`src/design/ins_pkg.sv`:
```
package ins_pkg;

  localparam int unsigned DATA_W = 32;

  typedef logic signed [DATA_W-1:0] data_t;

  typedef struct packed {
    logic  ins;
    logic  shift;
    data_t v;
  } cell_ctrl_t;

  typedef enum logic [1:0] {
    S_FILL = 2'b01,
    S_EMIT = 2'b10
  } state_t;

endpackage

```
`src/design/ins_cell.sv`:
```
module ins_cell #(
  parameter bit FIRST = 1'b0
) (
  input  logic               clk,
  input  logic               rst,
  input  ins_pkg::cell_ctrl_t ctrl,
  input  ins_pkg::data_t     left_value,
  input  logic               left_valid,
  input  logic               left_gt,
  input  ins_pkg::data_t     right_value,
  input  logic               right_valid,
  output ins_pkg::data_t     value,
  output logic               valid,
  output logic               gt
);
  import ins_pkg::*;

  logic take_v;

  assign gt = valid && (value > ctrl.v);

  // empty cell right after the last full one, or first cell above the insertion point
  assign take_v = gt || (!valid && (FIRST || left_valid));

  always_ff @(posedge clk) begin
    if (ctrl.shift) begin
      value <= right_value;
    end else if (ctrl.ins) begin
      if (!FIRST && left_gt) begin
        value <= left_value;
      end else if (take_v) begin
        value <= ctrl.v;
      end
    end
  end

  always_ff @(posedge clk) begin
    if (rst) begin
      valid <= 1'b0;
    end else if (ctrl.shift) begin
      valid <= right_valid;
    end else if (ctrl.ins) begin
      valid <= valid || FIRST || left_valid;
    end
  end

endmodule

```
`src/design/insertion_sorter_top.sv`:
```
// Streaming stable insertion sorter.
// Slave side (s_*) takes one signed 32-bit value per word; s_tlast marks the
// last value of a set. Each value is placed into a row of CAPACITY cells in
// the accepting cycle: every held entry strictly greater moves up one cell,
// so equal values keep arrival order. Values arriving while all cells are
// full are dropped and the set is flagged.
// After the word with s_tlast is taken, the set is sent on the master side
// (m_*) smallest first, starting the next cycle, one word per cycle while
// m_tready is high; m_tlast marks the final word and m_tuser carries the
// overflow flag on every word of the set. The cell row shifts toward the
// output by one cell per accepted output word.
// Throughput: one input word per cycle while filling; s_tready is low during
// emission, so every held value of a set is sent before the next set may
// start. A stall on m_tready holds the current word and the row.
// Reset empties all cells, clears the overflow flag and returns to filling;
// no clearing pass is needed.
module insertion_sorter_top #(
  parameter int unsigned CAPACITY = 16
) (
  input  logic                      clk,
  input  logic                      rst,
  input  logic                      s_tvalid,
  output logic                      s_tready,
  input  logic [ins_pkg::DATA_W-1:0] s_tdata,  // [31:0] value
  input  logic                      s_tlast,  // end_of_set
  output logic                      m_tvalid,
  input  logic                      m_tready,
  output logic [ins_pkg::DATA_W-1:0] m_tdata,  // [31:0] sorted_value
  output logic                      m_tlast,  // final_item
  output logic                      m_tuser   // [0] overflow
);
  import ins_pkg::*;

  state_t     state, state_next;
  logic       dropped;
  cell_ctrl_t ctrl;
  data_t      cell_value [CAPACITY];
  logic [CAPACITY-1:0] cell_valid;
  logic [CAPACITY-1:0] cell_gt;
  logic       s_fire, m_fire;

  assign s_tready = (state == S_FILL);
  assign s_fire   = s_tvalid && s_tready;
  assign m_tvalid = (state == S_EMIT) && cell_valid[0];
  assign m_fire   = m_tvalid && m_tready;
  assign m_tdata  = cell_value[0];
  assign m_tlast  = !cell_valid[1];
  assign m_tuser  = dropped;

  assign ctrl.ins   = s_fire && !cell_valid[CAPACITY-1];
  assign ctrl.shift = m_fire;
  assign ctrl.v     = s_tdata;

  genvar i;
  generate
    for (i = 0; i < CAPACITY; i++) begin : g_cell
      data_t l_value, r_value;
      logic  l_valid, l_gt, r_valid;
      if (i == 0) begin : g_first
        assign l_value = '0;
        assign l_valid = 1'b1;
        assign l_gt    = 1'b0;
      end else begin : g_mid
        assign l_value = cell_value[i-1];
        assign l_valid = cell_valid[i-1];
        assign l_gt    = cell_gt[i-1];
      end
      if (i == CAPACITY - 1) begin : g_last
        assign r_value = '0;
        assign r_valid = 1'b0;
      end else begin : g_inner
        assign r_value = cell_value[i+1];
        assign r_valid = cell_valid[i+1];
      end
      ins_cell #(
        .FIRST(i == 0)
      ) u_cell (
        .clk        (clk),
        .rst        (rst),
        .ctrl       (ctrl),
        .left_value (l_value),
        .left_valid (l_valid),
        .left_gt    (l_gt),
        .right_value(r_value),
        .right_valid(r_valid),
        .value      (cell_value[i]),
        .valid      (cell_valid[i]),
        .gt         (cell_gt[i])
      );
    end
  endgenerate

  always_comb begin
    state_next = state;
    case (state)
      S_FILL: begin
        if (s_fire && s_tlast) state_next = S_EMIT;
      end
      S_EMIT: begin
        if (m_fire && m_tlast) state_next = S_FILL;
      end
      default: state_next = S_FILL;
    endcase
  end

  always_ff @(posedge clk) begin
    if (rst) begin
      state   <= S_FILL;
      dropped <= 1'b0;
    end else begin
      state <= state_next;
      if (m_fire && m_tlast) begin
        dropped <= 1'b0;
      end else if (s_fire && cell_valid[CAPACITY-1]) begin
        dropped <= 1'b1;
      end
    end
  end

  // held entries always fill the row from cell 0 without gaps
  a_contiguous: assert property (@(posedge clk) disable iff (rst)
    ((cell_valid >> 1) & ~cell_valid) == '0)
    else $error("cell row has a gap");

  a_insert_grows: assert property (@(posedge clk) disable iff (rst)
    ctrl.ins |=> $countones(cell_valid) == $past($countones(cell_valid)) + 1)
    else $error("insert did not add one entry");

  a_set_done: assert property (@(posedge clk) disable iff (rst)
    (m_fire && m_tlast) |=> (cell_valid == '0) && !dropped && s_tready)
    else $error("row not empty after final word");

  a_no_early_out: assert property (@(posedge clk) disable iff (rst)
    (s_fire && !s_tlast) |=> !m_tvalid)
    else $error("output before end of set");

endmodule

```
`config.mk`:
```
export PLATFORM = sky130hd
export DESIGN_NAME = insertion_sorter_top
export DESIGN_NICKNAME = d
export VERILOG_FILES = /design/src/design/ins_pkg.sv /design/src/design/ins_cell.sv /design/src/design/insertion_sorter_top.sv
export SDC_FILE = /design/constraint.sdc
export NUM_CORES = 2
export LEC_CHECK = 0
export BUFFER_PORTS_ARGS = -buffer_cell sky130_fd_sc_hd__buf_2
export CAP_MARGIN = 20
export CORE_ASPECT_RATIO = 1.1
export CORE_UTILIZATION = 64
export CTS_CLUSTER_SIZE = 20
export DETAILED_ROUTE_END_ITERATION = 8
export PLACE_DENSITY = 0.87
export SYNTH_ARGS = -nofsm -noshare
export SYNTH_HDL_FRONTEND = slang
export SYNTH_SLANG_ARGS = --single-unit
export TNS_END_PERCENT = 50
```
`constraint.sdc`:
```
create_clock -name clk -period 16.45 [get_ports clk]
set_clock_uncertainty 0.1 [all_clocks]
set_input_delay 1.645 -clock clk [delete_from_list [all_inputs] [get_ports clk]]
set_output_delay 1.645 -clock clk [all_outputs]
set_load 0.1 [all_outputs]
```
==> key figures <==
Yosys
  • Syn. warnings: 0
  • Synth Cell Area: between 30000 and 40000 um^2
  • Top FF cell, synth: edfxtp_1
  • Async SR Flop Fraction: 0%
  • EDFF count, synth: between 400 and 500
  • Number of synthesized register bits: 531
  • Post-Syn Instances: 3659
  • Post-synth net total: about 4200
  • Mean Syn Cell Area: slightly above 10 um^2
  • Register area share after synthesis: 41.5%
  • Yosys cell types: a little over 60

Global routing
  • GRT Overall Usage: between 30 and 40%
  • Vias in the first global route: about 29000
  • Initial antenna violation count: 3
  • Pin count of the biggest net entering global routing: between 100 and 150
  • Grt ovf: 0
  • First-pass GRT wire length: around 150000 um

Critical path
  • Crit path required time: about 17 ns
  • WP buf/inv: 3
  • Critical Path Sink Type: register
  • CP max FO: 34
  • CP peak stage delay: ~0.86 ns
  • Critical path's top delay family: compound AO/OA/AOI/OAI gates
  • WS Path Type: in -> reg
  • FF-to-FF setup slack: about 12 ns
  • Worst EP arrival: approximately 6.4 ns
  • Critical Path Start Type: primary input
  • Cell Chain, Critical Path: buf_2 -> inv_1 -> ha_1 -> and4_1 -> nor4b_1 -> a21bo_1 -> o211ai_1 -> a21oi_1 -> mux2_2 -> buf_4 -> and3_1 -> o21ai_4
  • Crit Reg-Reg Endpoint: g_cell[3].u_cell.value[4]
  • R2r worst-path depth: 10
  • Slowest CP cell: o21ai_4
  • Reg-to-reg startpoint: g_cell[2].u_cell.value[10]

Timing
  • # setup viols final: 0
  • Worst-Margin Slew: around 1.1 ns
  • PnR worst setup slack: between 10 and 15 ns
  • Fmax: ~160 MHz
  • Slew Viols, Final: 0
  • Setup TNS: 0 ns
  • Post-layout minimum cycle time: between 6 and 7 ns
  • Fin. Hold Viols: 0
  • Fin crit share: ~38%
  • RSZ-0062 raised after global routing: no
  • Slew margin rel.: around 25%

Min path
  • Hold Path Depth: 2
  • Tightest Hold Check Type: reg -> reg
  • Hold path endpoint: m_tuser
  • Hold path startpoint: m_tuser

Final layout
  • Nets: a little over 4000
  • Commonest non-fill, non-tap cells in the layout: nand2_1, ha_1, edfxtp_1, mux2i_1, o21ai_1
  • # fillers: between 4000 and 5000
  • Commonest non-fill, non-tap cell in the layout: nand2_1
  • Layout cells sized above 1: 6.09%
  • Synth-to-Final Area Change: 6.55%

Job
  • Max-cap violations: 0

Clock network
  • Gates resized, CTS repair: 0
  • TritonCTS clock tree: yes
  • Clock Latency Late Sink: about 0.64 ns
  • Htree depth: 2
  • Clk slew on worst S/H paths: ~0.06 ns
  • Post-CTS Setup Repair Bufs: 0
  • Clk sinks: ~530
  • Hold_buf cts: 0
  • TritonCTS Buffers: between 50 and 60
  • CTS Buffer Depth: 3
  • Clock tree root driver cell: clkbuf_16

Placed design
  • Post-Place Setup Slack: 9.74 ns
  • Detailed placement HPWL: about 71000 um
  • I/O Buffers: between 70 and 80
  • Routability cong.: a little over 0.9

Floorplan
  • Die height: around 250 um
  • Core area: approximately 57000 um^2
  • Initial Util: roughly two thirds
  • # rows: 92
  • Chip width: 232 um
  • Top-level port count: 73
  • Die footprint: around 59000 um^2

Status
  • Status: finished, final reports clean

Route
  • 1st-iter DRT viols: ~3200
  • DR vias/cell: ~6.7
  • Pre-antenna DRT Iters: 6
  • Vias: 29500
  • DRC Markers: 0
  • Final WL: between 90000 and 100000 um
  • ANT nets after route: 0
  • Routed len/inst: roughly 22 um

Power and ir drop
  • Peak VDD IR: 0.0864 mV
  • Leak: around 0.017 uW
  • Pwr dens: between 80 and 90 nW/um^2
==> kinds of logic (layout without fill, tap and decap cells) <==
kind of cell | Yosys count | in the layout | share of synthesized area, %
flip-flops | 531 | 531 | 41.5
adder cells (fa/ha/maj) | 480 | 480 | 16.2
multiplexers | 490 | 490 | 13.2
other | 0 | 4 | 0
AO/OA/AOI/OAI | 974 | 974 | 14.4
AND/OR/NAND/NOR | 903 | 903 | 11.1
buffers and inverters | 281 | 281 | 3.64
==> synthesized netlist by cell type (37+ instances only) <==
library cell / count / area share (%)
a21oi_1: 239 / 3.2
dfxtp_1: 51 / 2.7
nand2_1: 603 / 6.1
inv_1: 68 / 0.69
mux2i_1: 478 / 13
o211ai_1: 37 / 0.75
nand4_1: 91 / 1.5
o21ai_1: 439 / 5.9
clkbuf_1: 128 / 1.3
buf_4: 47 / 0.95
nand3_1: 47 / 0.63
ha_1: 480 / 16
edfxtp_1: 480 / 39
o21ai_0: 131 / 1.8
==> flip-flops by register name (all words and copies together), names as in the netlist <==
register             flops
g_cell.u_cell.valid     16
g_cell.u_cell.value    512
state                    2
m_tuser                  1
==> where the power goes <==
group          internal [uW]  leakage (uW)  switching (uW)  total (uW)
combinational            147        0.0111             286         433
sequential              1520       0.00476            27.7        1540
clock                    692      0.000849             558        1250
total                   2350        0.0167             872        3230
==> routing by layer <==
layer,GRT usage [%],wire length (um),vias to the layer above
li1,-,-,13700
met1,42.7,38900,13900
met2,53.0,45700,1515
met3,4.37,7910,330
met4,18.2,5490,0
met5,0,0,-
==> per-stage QoR <==
stage	util (%)	std cells	instance area, um^2	power (uW)	hold slack [ns]
2_1_floorplan	-	3659	37200	1880	0.381
3_3_place_gp	65.9	4305	37800	1970	0.342
3_5_place_dp	65.9	4305	37800	1990	0.359
4_1_cts	69.0	4409	39500	3210	0.373
6_report	69.1	4415	39600	3230	0.378
5_1_grt	69.1	4414	39600	3320	0.441
==> area by class of cell <==
cell class | count | area (um^2) | area share (%)
multi-input cells | 2847 | 20500 | 51.9
flip-flops and latches | 531 | 15400 | 39.0
clock buffers | 78 | 1520 | 3.85
well taps | 752 | 941 | 2.38
repair buffers | 109 | 678 | 1.71
inverters | 68 | 255 | 0.645
clock inverters | 26 | 214 | 0.540
diodes | 4 | 10.0 | 0.0253
==> worst register-to-register path: stages, from the launching register on <==
cell and delay [ns]:
edfxtp_1 0.46, ha_1 0.35, and4_1 0.21, nor4b_1 0.82
a21bo_1 0.31, o211ai_1 0.16, a21oi_1 0.12, mux2_2 0.30
buf_4 0.32, and3_1 0.30, o21ai_4 0.86
==> how the worst max path moves through the flow <==
stage | cells past startpoint | from | slack, ns | to
6_report | 12 | s_tdata[11] | 10.21 | g_cell[3].u_cell.value[4]
5_1_grt | 11 | s_tdata[11] | 10.23 | g_cell[3].u_cell.value[4]
4_1_cts | 11 | s_tdata[11] | 10.41 | g_cell[4].u_cell.value[7]
3_5_place_dp | 11 | s_tdata[11] | 9.74 | g_cell[4].u_cell.value[24]
3_3_place_gp | 11 | s_tdata[11] | 9.79 | g_cell[4].u_cell.value[24]
2_1_floorplan | 12 | s_tdata[7] | 9.77 | g_cell[9].u_cell.value[0]
Note: power is estimated with default switching activity, not from simulation.
